[src/hw/rtl/tipc_pkg.sv]
`default_nettype none
// ----------------------------------------------------------------------------
// tipc_pkg
// Shared types, register indexes and constants of the two-image compositor.
// ----------------------------------------------------------------------------
package tipc_pkg;

    // Fixed field widths.
    localparam int PIX_W    = 16;
    localparam int COORD_W  = 12;
    localparam int Q_W      = 17;
    localparam int GAIN_W   = 33;
    localparam int TILE_W   = 13;
    localparam int CFG_IDX_W  = 4;
    localparam int CFG_DATA_W = 33;

    // Default coordinate width handed to the top level.
    localparam int COORD_BITS_DEF = 12;

    // Q1.16 constants.
    localparam logic [Q_W-1:0] ONE_Q16  = 17'd65536;
    localparam logic [Q_W-1:0] HALF_Q16 = 17'd32768;

    // Mode register codes.
    localparam logic [1:0] MODE_SINGLE = 2'd0;
    localparam logic [1:0] MODE_BLEND  = 2'd1;
    localparam logic [1:0] MODE_CHECK  = 2'd2;
    localparam logic [1:0] MODE_DIFF   = 2'd3;

    // Configuration register indexes.
    localparam logic [CFG_IDX_W-1:0] CFG_MODE        = 4'd0;
    localparam logic [CFG_IDX_W-1:0] CFG_ALPHA       = 4'd1;
    localparam logic [CFG_IDX_W-1:0] CFG_FG_OFFSET   = 4'd2;
    localparam logic [CFG_IDX_W-1:0] CFG_FG_GAIN     = 4'd3;
    localparam logic [CFG_IDX_W-1:0] CFG_MV_OFFSET   = 4'd4;
    localparam logic [CFG_IDX_W-1:0] CFG_MV_GAIN     = 4'd5;
    localparam logic [CFG_IDX_W-1:0] CFG_TILE_WIDTH  = 4'd6;
    localparam logic [CFG_IDX_W-1:0] CFG_TILE_HEIGHT = 4'd7;

    // Operation chosen by the front end for each pixel.
    typedef enum logic [1:0] {
        OP_SINGLE,
        OP_BLEND,
        OP_CHECK,
        OP_DIFF
    } t_op;

    // Input pixel transfer.
    typedef struct packed {
        logic [PIX_W-1:0]   fg_pixel;
        logic [PIX_W-1:0]   mv_pixel;
        logic [COORD_W-1:0] pixel_x;
        logic [COORD_W-1:0] pixel_y;
        logic               frame_start;
    } t_in_item;

    // Result transfer.
    typedef struct packed {
        logic [Q_W-1:0] composite;
        logic [Q_W-1:0] view_min;
        logic [Q_W-1:0] view_max;
    } t_out_item;

    // Configuration register set.
    typedef struct packed {
        logic [1:0]        mode;
        logic [Q_W-1:0]    alpha;
        logic [PIX_W-1:0]  fg_offset;
        logic [GAIN_W-1:0] fg_gain;
        logic [PIX_W-1:0]  mv_offset;
        logic [GAIN_W-1:0] mv_gain;
        logic [TILE_W-1:0] tile_width;
        logic [TILE_W-1:0] tile_height;
    } t_cfg;

    // Classified command queued between front and back.
    typedef struct packed {
        t_op                op;
        logic [PIX_W-1:0]   fg_delta;
        logic [PIX_W-1:0]   mv_delta;
        logic [COORD_W-1:0] pixel_x;
        logic [COORD_W-1:0] pixel_y;
        logic               frame_start;
    } t_cmd;

    // Queue read side seen by the back end.
    typedef struct packed {
        logic empty;
        t_cmd cmd;
    } t_cmd_q;

endpackage
`default_nettype wire

[src/hw/rtl/tipc_front.sv]
`default_nettype none
// ----------------------------------------------------------------------------
// tipc_front
// Accepts pixel transfers, removes the sample offsets, picks the operation
// and holds the commands in a two-entry queue for the back end.
// ----------------------------------------------------------------------------
module tipc_front (
    input  wire logic              i_clk,
    input  wire logic              i_rst_n,
    input  wire tipc_pkg::t_cfg    i_cfg,
    input  wire logic              push,
    output logic                   full,
    input  wire tipc_pkg::t_in_item i_in_item,
    input  wire logic              i_cmd_pop,
    output tipc_pkg::t_cmd_q       o_cmd_q
);
    import tipc_pkg::*;

    localparam int DEPTH = 2;

    t_cmd       r_mem [DEPTH];
    logic       r_wp;
    logic       r_rp;
    logic [1:0] r_cnt;
    logic [1:0] n_cnt;
    t_cmd       w_cmd;
    logic       w_wr;
    logic       w_rd;

    // Offset removal with floor at zero, and operation decode.
    always_comb begin
        w_cmd = '0;
        w_cmd.fg_delta = (i_in_item.fg_pixel > i_cfg.fg_offset) ?
                         (i_in_item.fg_pixel - i_cfg.fg_offset) : '0;
        w_cmd.mv_delta = (i_in_item.mv_pixel > i_cfg.mv_offset) ?
                         (i_in_item.mv_pixel - i_cfg.mv_offset) : '0;
        w_cmd.pixel_x     = i_in_item.pixel_x;
        w_cmd.pixel_y     = i_in_item.pixel_y;
        w_cmd.frame_start = i_in_item.frame_start;
        unique case (i_cfg.mode)
            MODE_SINGLE: w_cmd.op = OP_SINGLE;
            MODE_BLEND:  w_cmd.op = OP_BLEND;
            MODE_CHECK:  w_cmd.op = OP_CHECK;
            MODE_DIFF:   w_cmd.op = OP_DIFF;
            default:     w_cmd.op = OP_BLEND;
        endcase
    end

    assign full = (r_cnt == 2'(DEPTH));
    assign w_wr = push && !full;
    assign w_rd = i_cmd_pop && (r_cnt != '0);

    always_comb begin
        n_cnt = r_cnt;
        if (w_wr && !w_rd) begin
            n_cnt = r_cnt + 2'd1;
        end else if (w_rd && !w_wr) begin
            n_cnt = r_cnt - 2'd1;
        end
    end

    // Queue pointers and storage.
    always_ff @(posedge i_clk) begin
        if (!i_rst_n) begin
            r_wp  <= 1'b0;
            r_rp  <= 1'b0;
            r_cnt <= '0;
        end else begin
            r_cnt <= n_cnt;
            if (w_wr) begin
                r_mem[r_wp] <= w_cmd;
                r_wp        <= ~r_wp;
            end
            if (w_rd) begin
                r_rp <= ~r_rp;
            end
        end
    end

    assign o_cmd_q.empty = (r_cnt == '0);
    assign o_cmd_q.cmd   = r_mem[r_rp];

endmodule
`default_nettype wire

[src/hw/rtl/tipc_back.sv]
`default_nettype none
// ----------------------------------------------------------------------------
// tipc_back
// Carries out one queued command at a time: gain multiply, clamp, then blend,
// checkerboard tile division or difference with running range, and holds the
// result in the output register.
// ----------------------------------------------------------------------------
module tipc_back #(
    parameter int COORD_BITS = tipc_pkg::COORD_BITS_DEF
) (
    input  wire logic               i_clk,
    input  wire logic               i_rst_n,
    input  wire tipc_pkg::t_cfg     i_cfg,
    input  wire tipc_pkg::t_cmd_q   i_cmd_q,
    output logic                    o_cmd_pop,
    output logic                    empty,
    input  wire logic               pop,
    output tipc_pkg::t_out_item     o_out_item
);
    import tipc_pkg::*;

    localparam int CW    = (COORD_BITS < COORD_W) ? COORD_BITS : COORD_W;
    localparam int CNT_W = $clog2(CW);
    localparam int REM_W = TILE_W + 1;
    localparam int PROD_W = PIX_W + GAIN_W;

    typedef enum logic [2:0] {
        ST_IDLE,
        ST_MUL,
        ST_CLAMP,
        ST_BLEND,
        ST_SUM,
        ST_DIV,
        ST_PICK,
        ST_EMIT
    } t_state;

    t_state              r_state;
    t_op                 r_op;
    logic                r_start;
    logic [PIX_W-1:0]    r_df;
    logic [PIX_W-1:0]    r_dm;
    logic [PROD_W-1:0]   r_pf;
    logic [PROD_W-1:0]   r_pm;
    logic [Q_W-1:0]      r_f;
    logic [Q_W-1:0]      r_m;
    logic [2*Q_W-1:0]    r_pa;
    logic [2*Q_W-1:0]    r_pb;
    logic [CW-1:0]       r_dx;
    logic [CW-1:0]       r_dy;
    logic [REM_W-1:0]    r_rx;
    logic [REM_W-1:0]    r_ry;
    logic                r_qx;
    logic                r_qy;
    logic [CNT_W-1:0]    r_cnt;
    logic [Q_W-1:0]      r_comp;
    logic [Q_W-1:0]      r_vmin;
    logic [Q_W-1:0]      r_vmax;
    logic [Q_W-1:0]      r_run_min;
    logic [Q_W-1:0]      r_run_max;
    logic                r_out_valid;
    t_out_item           r_out;

    logic [Q_W-1:0]      w_alpha;
    logic [TILE_W-1:0]   w_tw;
    logic [TILE_W-1:0]   w_th;
    logic [GAIN_W-1:0]   w_sf;
    logic [GAIN_W-1:0]   w_sm;
    logic [Q_W-1:0]      w_fc;
    logic [Q_W-1:0]      w_mc;
    logic [REM_W-1:0]    w_rsx;
    logic [REM_W-1:0]    w_rsy;
    logic                w_gex;
    logic                w_gey;
    logic [2*Q_W:0]      w_sum;
    logic [Q_W-1:0]      w_diff;
    logic [Q_W-1:0]      w_new_min;
    logic [Q_W-1:0]      w_new_max;
    logic                w_out_free;
    logic                w_emit;

    // Alpha is limited to one, a zero tile size counts as one.
    assign w_alpha = (i_cfg.alpha > ONE_Q16) ? ONE_Q16 : i_cfg.alpha;
    assign w_tw    = (i_cfg.tile_width  == '0) ? TILE_W'(1) : i_cfg.tile_width;
    assign w_th    = (i_cfg.tile_height == '0) ? TILE_W'(1) : i_cfg.tile_height;

    // Drop the product fraction and clamp to one.
    assign w_sf = r_pf[PROD_W-1:16];
    assign w_sm = r_pm[PROD_W-1:16];
    assign w_fc = (w_sf > GAIN_W'(ONE_Q16)) ? ONE_Q16 : w_sf[Q_W-1:0];
    assign w_mc = (w_sm > GAIN_W'(ONE_Q16)) ? ONE_Q16 : w_sm[Q_W-1:0];

    // One restoring division step for each coordinate.
    assign w_rsx = {r_rx[REM_W-2:0], r_dx[CW-1]};
    assign w_rsy = {r_ry[REM_W-2:0], r_dy[CW-1]};
    assign w_gex = (w_rsx >= {1'b0, w_tw});
    assign w_gey = (w_rsy >= {1'b0, w_th});

    // Rounded blend sum.
    assign w_sum = (2*Q_W+1)'(r_pa) + (2*Q_W+1)'(r_pb) + (2*Q_W+1)'(HALF_Q16);

    // Absolute difference and the running range it moves.
    assign w_diff    = (r_m >= r_f) ? (r_m - r_f) : (r_f - r_m);
    assign w_new_min = (r_start || (w_diff < r_run_min)) ? w_diff : r_run_min;
    assign w_new_max = (r_start || (w_diff > r_run_max)) ? w_diff : r_run_max;

    assign w_out_free = !r_out_valid || pop;
    assign w_emit     = (r_state == ST_EMIT) && w_out_free;
    assign o_cmd_pop  = (r_state == ST_IDLE) && !i_cmd_q.empty;

    // Sequencer, datapath registers and output register.
    always_ff @(posedge i_clk) begin
        if (!i_rst_n) begin
            r_state     <= ST_IDLE;
            r_out_valid <= 1'b0;
            r_run_min   <= '0;
            r_run_max   <= '0;
        end else begin
            // A new result replaces the one leaving in the same cycle.
            if (w_emit) begin
                r_out_valid <= 1'b1;
            end else if (pop && r_out_valid) begin
                r_out_valid <= 1'b0;
            end
            unique case (r_state)
                ST_IDLE: begin
                    if (!i_cmd_q.empty) begin
                        r_op    <= i_cmd_q.cmd.op;
                        r_start <= i_cmd_q.cmd.frame_start;
                        r_df    <= i_cmd_q.cmd.fg_delta;
                        r_dm    <= i_cmd_q.cmd.mv_delta;
                        r_dx    <= i_cmd_q.cmd.pixel_x[CW-1:0];
                        r_dy    <= i_cmd_q.cmd.pixel_y[CW-1:0];
                        r_state <= ST_MUL;
                    end
                end
                ST_MUL: begin
                    r_pf    <= PROD_W'(r_df) * PROD_W'(i_cfg.fg_gain);
                    r_pm    <= PROD_W'(r_dm) * PROD_W'(i_cfg.mv_gain);
                    r_state <= ST_CLAMP;
                end
                ST_CLAMP: begin
                    r_f  <= w_fc;
                    r_m  <= w_mc;
                    r_rx <= '0;
                    r_ry <= '0;
                    r_cnt <= '0;
                    unique case (r_op) inside
                        OP_SINGLE, OP_BLEND: r_state <= ST_BLEND;
                        OP_CHECK:            r_state <= ST_DIV;
                        OP_DIFF:             r_state <= ST_PICK;
                        default:             r_state <= ST_BLEND;
                    endcase
                end
                ST_BLEND: begin
                    r_pa <= (2*Q_W)'(w_alpha) * (2*Q_W)'(r_f);
                    if (r_op == OP_BLEND) begin
                        r_pb <= (2*Q_W)'(ONE_Q16 - w_alpha) * (2*Q_W)'(r_m);
                    end else begin
                        r_pb <= '0;
                    end
                    r_state <= ST_SUM;
                end
                ST_SUM: begin
                    r_comp  <= w_sum[Q_W+15:16];
                    r_vmin  <= '0;
                    r_vmax  <= ONE_Q16;
                    r_state <= ST_EMIT;
                end
                ST_DIV: begin
                    r_rx  <= w_gex ? (w_rsx - REM_W'(w_tw)) : w_rsx;
                    r_ry  <= w_gey ? (w_rsy - REM_W'(w_th)) : w_rsy;
                    r_qx  <= w_gex;
                    r_qy  <= w_gey;
                    r_dx  <= r_dx << 1;
                    r_dy  <= r_dy << 1;
                    r_cnt <= r_cnt + CNT_W'(1);
                    if (r_cnt == CNT_W'(CW - 1)) begin
                        r_state <= ST_PICK;
                    end
                end
                ST_PICK: begin
                    if (r_op == OP_DIFF) begin
                        r_comp    <= w_diff;
                        r_vmin    <= w_new_min;
                        r_vmax    <= w_new_max;
                        r_run_min <= w_new_min;
                        r_run_max <= w_new_max;
                    end else begin
                        // Same tile parity on both axes shows the foreground.
                        r_comp <= (r_qx == r_qy) ? r_f : r_m;
                        r_vmin <= '0;
                        r_vmax <= ONE_Q16;
                    end
                    r_state <= ST_EMIT;
                end
                ST_EMIT: begin
                    if (w_out_free) begin
                        r_out.composite <= r_comp;
                        r_out.view_min  <= r_vmin;
                        r_out.view_max  <= r_vmax;
                        r_state         <= ST_IDLE;
                    end
                end
                default: r_state <= ST_IDLE;
            endcase
        end
    end

    assign empty      = !r_out_valid;
    assign o_out_item = r_out;

endmodule
`default_nettype wire

[src/hw/rtl/two_image_pixel_compositor.sv]
`default_nettype none
// In checkerboard mode the back end runs a restoring division over COORD_BITS
// coordinate bits (COORD_BITS capped at 12); the other modes skip it.
// The back-end sequencer works on one pixel at a time and takes no new
// pixel until its result is stored; the front queue holds two more.
// Reset is synchronous and active low; it restores the register defaults,
// empties both queues and clears the running minimum and maximum.
// ----------------------------------------------------------------------------
// two_image_pixel_compositor
// Top level: configuration registers, front end with command queue, and the
// back-end compositing sequencer.
// ----------------------------------------------------------------------------
module two_image_pixel_compositor #(
    parameter int COORD_BITS = tipc_pkg::COORD_BITS_DEF
) (
    input  wire logic                        i_clk,
    input  wire logic                        i_rst_n,
    input  wire logic                        push,
    output logic                             full,
    input  wire tipc_pkg::t_in_item          i_in_item,
    output logic                             empty,
    input  wire logic                        pop,
    output tipc_pkg::t_out_item              o_out_item,
    input  wire logic                        i_cfg_valid,
    output logic                             o_cfg_ready,
    input  wire logic [tipc_pkg::CFG_IDX_W-1:0]  i_cfg_index,
    input  wire logic [tipc_pkg::CFG_DATA_W-1:0] i_cfg_data
);
    import tipc_pkg::*;

    t_cfg   r_cfg;
    t_cmd_q w_cmd_q;
    logic   w_cmd_pop;

    assign o_cfg_ready = 1'b1;

    // Configuration register file; unknown indexes are ignored.
    always_ff @(posedge i_clk) begin
        if (!i_rst_n) begin
            r_cfg.mode        <= MODE_BLEND;
            r_cfg.alpha       <= HALF_Q16;
            r_cfg.fg_offset   <= '0;
            r_cfg.fg_gain     <= GAIN_W'(65537);
            r_cfg.mv_offset   <= '0;
            r_cfg.mv_gain     <= GAIN_W'(65537);
            r_cfg.tile_width  <= TILE_W'(64);
            r_cfg.tile_height <= TILE_W'(64);
        end else if (i_cfg_valid) begin
            unique case (i_cfg_index)
                CFG_MODE:        r_cfg.mode        <= i_cfg_data[1:0];
                CFG_ALPHA:       r_cfg.alpha       <= i_cfg_data[Q_W-1:0];
                CFG_FG_OFFSET:   r_cfg.fg_offset   <= i_cfg_data[PIX_W-1:0];
                CFG_FG_GAIN:     r_cfg.fg_gain     <= i_cfg_data[GAIN_W-1:0];
                CFG_MV_OFFSET:   r_cfg.mv_offset   <= i_cfg_data[PIX_W-1:0];
                CFG_MV_GAIN:     r_cfg.mv_gain     <= i_cfg_data[GAIN_W-1:0];
                CFG_TILE_WIDTH:  r_cfg.tile_width  <= i_cfg_data[TILE_W-1:0];
                CFG_TILE_HEIGHT: r_cfg.tile_height <= i_cfg_data[TILE_W-1:0];
                default: begin
                end
            endcase
        end
    end

    // Front end: accept, classify, queue.
    tipc_front u_front (
        .i_clk     (i_clk),
        .i_rst_n   (i_rst_n),
        .i_cfg     (r_cfg),
        .push      (push),
        .full      (full),
        .i_in_item (i_in_item),
        .i_cmd_pop (w_cmd_pop),
        .o_cmd_q   (w_cmd_q)
    );

    // Back end: compute and hold results.
    tipc_back #(
        .COORD_BITS (COORD_BITS)
    ) u_back (
        .i_clk      (i_clk),
        .i_rst_n    (i_rst_n),
        .i_cfg      (r_cfg),
        .i_cmd_q    (w_cmd_q),
        .o_cmd_pop  (w_cmd_pop),
        .empty      (empty),
        .pop        (pop),
        .o_out_item (o_out_item)
    );

endmodule
`default_nettype wire
[config.mk]
export PLATFORM = sky130hd
export DESIGN_NAME = two_image_pixel_compositor
export DESIGN_NICKNAME = d
export VERILOG_FILES = /design/src/hw/rtl/tipc_pkg.sv /design/src/hw/rtl/tipc_front.sv /design/src/hw/rtl/tipc_back.sv /design/src/hw/rtl/two_image_pixel_compositor.sv
export SDC_FILE = /design/constraint.sdc
export NUM_CORES = 2
export LEC_CHECK = 0
export BUFFER_PORTS_ARGS = -buffer_cell sky130_fd_sc_hd__buf_4
export CORE_ASPECT_RATIO = 1.1
export CORE_MARGIN = 4
export CORE_UTILIZATION = 61
export CTS_CLUSTER_SIZE = 12
export DETAILED_ROUTE_END_ITERATION = 8
export PLACE_DENSITY = 0.78
export SETUP_SLACK_MARGIN = 0.2
export SYNTH_ARGS = -nofsm -noshare
export SYNTH_HDL_FRONTEND = slang
export SYNTH_SLANG_ARGS = --single-unit
export TNS_END_PERCENT = 100
[constraint.sdc]
create_clock -name i_clk -period 12.1 [get_ports i_clk]
set_clock_uncertainty 0.2 [all_clocks]
set_input_delay 0.605 -clock i_clk [delete_from_list [all_inputs] [get_ports i_clk]]
set_output_delay 0.605 -clock i_clk [all_outputs]
set_load 0.005 [all_outputs]
Word-level counts from Yosys, hierarchy flattened
Memories as Yosys holds them, arrays and structs flattened. A register that Yosys moved wholly into a read port is not among the register bits. Index checks and enable logic that the tools add are counted.

Register bits after elaboration: 576. Memory bits (writable): 118. Input bits: 99. Output and inout port bits: 54. Word-level logic and storage cells: 180. Memories: 1.

Memories: u_front.r_mem (depth 2, width 59, rd ports 1, clocked after memory_dff 1, wr ports 1, line tipc_front.sv:21) `t_cmd r_mem [DEPTH];`.

$add $sub $neg: 12. Multiply operators: 4. Order comparisons: 10. Equality and inequality tests: 26. Muxes and demuxes: 39. Bitwise logic cells: 3. Reduce and logical (&&, ||, !) cells: 47.

Operators by type and width (number): $mux W17 (8); $pmux W17 S2 (3); $mul A16 B33 Y49 (2); $gt A33 B17 Y1 const B (2); $mux W13 (4); $pmux W13 S2 (2); $pmux W12 S2 (2); $mul A34 B17 Y33 (1); $sub A17 B17 Y17 (2); $add A33 B16 Y33 const B (1); $add A33 B33 Y33 (1); $mul A17 B17 Y33 (1); $gt A16 B16 Y1 (2); $mux W16 (2); $sub A16 B16 Y16 (2); $reduce_and A2 Y1 (15); $ge A14 B13 Y1 (2); $logic_not A13 Y1 (2); $sub A13 B13 Y13 (2); $mux W12 (2); $pmux W3 S7 (1); $sub A17 B17 Y18 const A (1); $ge A17 B17 Y1 (1); $gt A17 B17 Y1 (1); other kinds (33) (79).

Depth between registers and ports, before layout
Depth after elaboration: 7. Depth in mapped cells: 37. Depth with buffers taken out: 33.

Cells and area by module
From an unflattened synthesis, not the netlist that was laid out.

Cells, all modules: 8512. Area, all modules: 82527.9 sq um.

Modules (own cells, without submodules): tipc_back (times used 1, cells an instance 7483, area each 70786.6 sq um, sequential area each 11541.1 sq um); tipc_front (times used 1, cells an instance 510, area each 6436.2 sq um, sequential area each 3643.5 sq um); two_image_pixel_compositor (times used 1, cells an instance 519, area each 5305.1 sq um, sequential area each 2862.7 sq um).

Worst setup path after synthesis
OpenSTA, ideal clock, no wires.

Kind: reg-to-reg. Start: register r_cfg[140] (netlist bit). End: register u_back.r_pb[31] (data pin). Setup time: 0.266 ns. Data arrival time: 8.650 ns. Data required time: 11.634 ns. Path slack: 2.984 ns. Stages on the path, launching flop included: 37. Path buffers: 5. Period minus slack after synthesis: 9.116 ns. Cells stage by stage: dfxtp_1 clkbuf_2 clkbuf_1 nor2b_1 clkbuf_1 clkinv_1 buf_1 ha_1 nand2b_1 nor4_4 nand2_1 a22oi_1 buf_2 nand2_1 fa_1 fa_1 inv_1 fa_1 inv_1 fa_1 inv_1 fa_1 inv_1 fa_1 inv_1 ha_1 and3_1 a221o_1 a221oi_1 o32ai_1 a221oi_2 a21oi_1 a31o_2 a21o_1 a21oi_1 xor2_1 nor2_1.

Cells in the longest elaborated chain, start to end: 4.

Ends and longest elaborated chain: start, declared (line two_image_pixel_compositor.sv:31) `t_cfg r_cfg;`; $gt A17 B17 Y1 (line tipc_back.sv:83) `assign w_alpha = (i_cfg.alpha > ONE_Q16) ? ONE_Q16 : i_cfg.alpha;`; $mux W17 (*) (line tipc_back.sv:83); $sub A17 B17 Y18 (*) (line tipc_back.sv:158) `r_pb <= (2*Q_W)'(ONE_Q16 - w_alpha) * (2*Q_W)'(r_m);`; $mul A34 B17 Y33 (*) (line tipc_back.sv:158); end signal, assigned (line tipc_back.sv:158); end, declared (line tipc_back.sv:48) `logic [2*Q_W-1:0] r_pb;`.

Mark *: on every way between the ends. The rest lies on a longest branch, timed or not. A chain may end at the register's enable or synchronous reset.

Final worst setup path
Start: register r_cfg[124] (netlist bit). End: register u_back.r_pb[31] (data pin).

The elaborated chain is that of the path after synthesis.

==> flow_metrics.tcl <==
set metrics [dict create \
    r2r-start "r_cfg[124]" \
    start_kind "register" \
    switchingPower_w 0.00545 \
    p_int_w 0.00700 \
    drc_errors 0 \
    hold_depth 3 \
    synthTopCellsByArea "fa_1 34%, edfxtp_1 18%, ha_1 9.2%" \
    root_buffer "clkbuf_16" \
    die-height_microns 391 \
    dominantRegCellSynth "edfxtp_1" \
    slew_headroom_pct 13.2 \
    critPathKind "reg2reg" \
    grt_use_total_pct 32.6 \
    r2r_slack_ns 1.83 \
    grt_pass1_vias 65100 \
    synth_warnings 0 \
    via_per_inst 5.80 \
    grt_pass1_wl_mm 351 \
    rows 140 \
    combinationalPowerShare_pct 57.2 \
    worst_slack_ns 1.83 \
    crit_fanout 22 \
    p_seq_share_pct 23.9 \
    cpMostUsedCell "fa_1" \
    syn-cell-area_sq_mm 0.0812 \
    hp-start "i_cfg_data[18]" \
    period_share_pct 84.8 \
    synth-async-reset-ratio_pct 0 \
    synth_cells 8483 \
    r2r_end "u_back.r_pb[31]" \
    finalSetupViolCount 0 \
    register_area_sq_mm 0.0181 \
    dp_hpwl_mm 164 \
    wire_per_inst_microns 21.4 \
    rsz0062_at_grt "false" \
    run_status "completed" \
    worstMarginPinSlew_ns 1.30 \
    initial_core_util_pct 61.3 \
    cp_num_buf_inv 6 \
    worst_skew_pair.late_latency_ns 0.68 \
    synth_most_common_cell "inv_1" \
    yosysSeqAreaShare_pct 22.2 \
    tritoncts "yes" \
    slowest_stage "xor2_2" \
    cts_num_sinks 663 \
    fillers 10400 \
    die_area_sq_mm 0.139 \
    drive_above_1_share_pct 5.68 \
    vias 60000 \
    hold-path-endpoint "r_cfg[44]" \
    hold_viol 0 \
    synth_common_cells "1584 x inv_1, 1491 x nand2_1, 1383 x fa_1, 598 x ha_1, 477 x edfxtp_1" \
    io_pins 153 \
    stdcell_count 10300 \
    antenna_found_initial 6 \
    cts_max_level 3 \
    final.setup.tns_ns 0 \
    min_path_type "in2reg" \
    syn_area_per_cell_sq_um 9.57 \
    crit_family "adder cells" \
    first_pass_iters 7 \
    clock.fmax_mhz 97.4 \
    netSwitchingFraction_pct 43.7 \
    synth_edf_count 477 \
    floorplan.core_area_sq_mm 0.132 \
    leakage_nw 37.9 \
    area_delta_synth_final_pct 7.26 \
    ir_drop_v 0.000396 \
    maxCapViolCount 0 \
    drtIter0Drc 4893 \
    cts_resized 0 \
    numPlacedInstances 10200 \
    drt_wl_total_mm 221 \
    min_period_ns 10.27 \
    place_congestion 0.970 \
    synth-seq-cells 663 \
    yosys.area.top_type "fa_1" \
    cts_max_path_buffers 3 \
    port_buffers 151 \
    clkSlewWorstSetupHoldPaths_ns 0.06 \
    p_per_area_mw_per_mm2 143 \
    finalPower_w 0.0125 \
    grt-ovfl-total 0 \
    pwr-share-clk_pct 18.8 \
    cp.arrival_ns 10.49 \
    cts_buffers 75 \
    die_x_microns 356 \
    critPathMaxStageDelay_ns 0.74 \
    dpl_worst_slack_ns 1.93 \
    drtAntennaViolNets 0 \
    grt_max_degree 106 \
    worstPathRequired_ns 12.32 \
    reg2regPathDepth 32 \
    multiInputGateArea_sq_mm 0.0558 \
    end_kind "register" \
    drv_slew 0 \
    yosysUniqueCellTypes 84 \
    final_nets 10600 \
    synth_top_area_share_pct 34.1 \
]
==> cell usage in the layout, fill, tap and decap left out, types with 87 or more instances in the layout <==
| cell type | netlist | layout |
|---|---|---|
| mux2i_1 | 87 | 87 |
| xnor2_1 | 143 | 140 |
| a21oi_1 | 312 | 310 |
| and2_1 | 469 | 469 |
| ha_1 | 598 | 598 |
| fa_1 | 1383 | 1383 |
| edfxtp_1 | 477 | 477 |
| nor2_1 | 335 | 332 |
| dfxtp_1 | 186 | 184 |
| inv_1 | 1584 | 1583 |
| a21o_1 | 105 | 105 |
| o21ai_0 | 150 | 150 |
| buf_4 | 3 | 281 |
| nand2_1 | 1491 | 1491 |
==> timing repair <==
action                    in CTS  in global routing
hold buffers                  39                  0
buffers inserted               0                  0
hold endpoints to repair      74                  0
==> worst max-delay path by stage <==
stage,start,to,slack [ns],cells past startpoint
2_1_floorplan,r_cfg[140],u_back.r_pb[31],2.98,36
3_3_place_gp,r_cfg[124],u_back.r_pb[31],2.12,32
3_5_place_dp,r_cfg[124],u_back.r_pb[31],1.93,32
4_1_cts,r_cfg[124],u_back.r_pb[31],1.90,32
5_1_grt,r_cfg[124],u_back.r_pb[31],1.28,32
6_report,r_cfg[124],u_back.r_pb[31],1.83,32
==> layout make-up <==
cell class	instances	share of cell area [%]
antenna	7	0.0201
clock buffer	106	2.40
clock inverter	30	0.503
inverter	1585	6.84
multi-input combinational	5851	64.1
sequential	663	20.7
tap	1775	2.55
timing repair buffer	320	2.87
==> per-layer routing <==
layer | share of wire, % | track usage (%) | vias up
met4 | 7.2 | 19.5 | 4
li1 | - | - | 26200
met2 | 48 | 54.9 | 3107
met3 | 9.1 | 6.98 | 922
met1 | 35 | 38.6 | 29700
met5 | 0.014 | 0 | -
==> power by group through the flow <==
stage               Clock, W  Sequential [W]  Combinational, W
global placement           0         0.00301           0.00679
floorplan                  0         0.00295           0.00503
finish               0.00235         0.00298           0.00712
global route         0.00246         0.00300           0.00784
detailed placement         0         0.00302           0.00693
CTS                  0.00238         0.00298           0.00701
==> logic make-up after synthesis <==
group | Yosys count | share of synthesized area (%)
simple gates | 2663 | 14.8
fa+ha+maj | 1983 | 43.3
mux | 124 | 1.59
compound gates | 819 | 6.27
flops | 663 | 22.2
buf+inv | 2004 | 9.31
other cells | 2 | 0.00925
xor+xnor | 225 | 2.45
==> sequential cells by signal (all words and copies together), names as in the netlist, 33 cells and up, named ones only <==
signal	cells
u_back.r_pm	33
u_back.r_pa	33
r_cfg	143
u_back.o_out_item	51
u_front.r_mem	118
u_back.r_pf	33
u_back.r_pb	33
==> worst reg2reg max path: cells and delay by family, from the launching register on <==
kind,cells,cell delay [ns]
compound gates,9,2.37
xor+xnor,2,0.90
fa+ha+maj,7,3.40
buf+inv,6,0.52
flops,1,0.33
simple gates,8,2.28
==> stage by stage <==
| stage | utilization (%) | hold slack [ns] | cell area (sq um) |
|---|---|---|---|
| global placement | 63.6 | 0.204 | 84200 |
| floorplan | - | 0.200 | 81400 |
| finish | 65.8 | 0.0244 | 87100 |
| global route | 65.8 | 0.0241 | 87100 |
| detailed placement | 63.6 | 0.205 | 84200 |
| CTS | 65.8 | 0.000710 | 87100 |
Note: power is estimated with default switching activity, not from simulation.
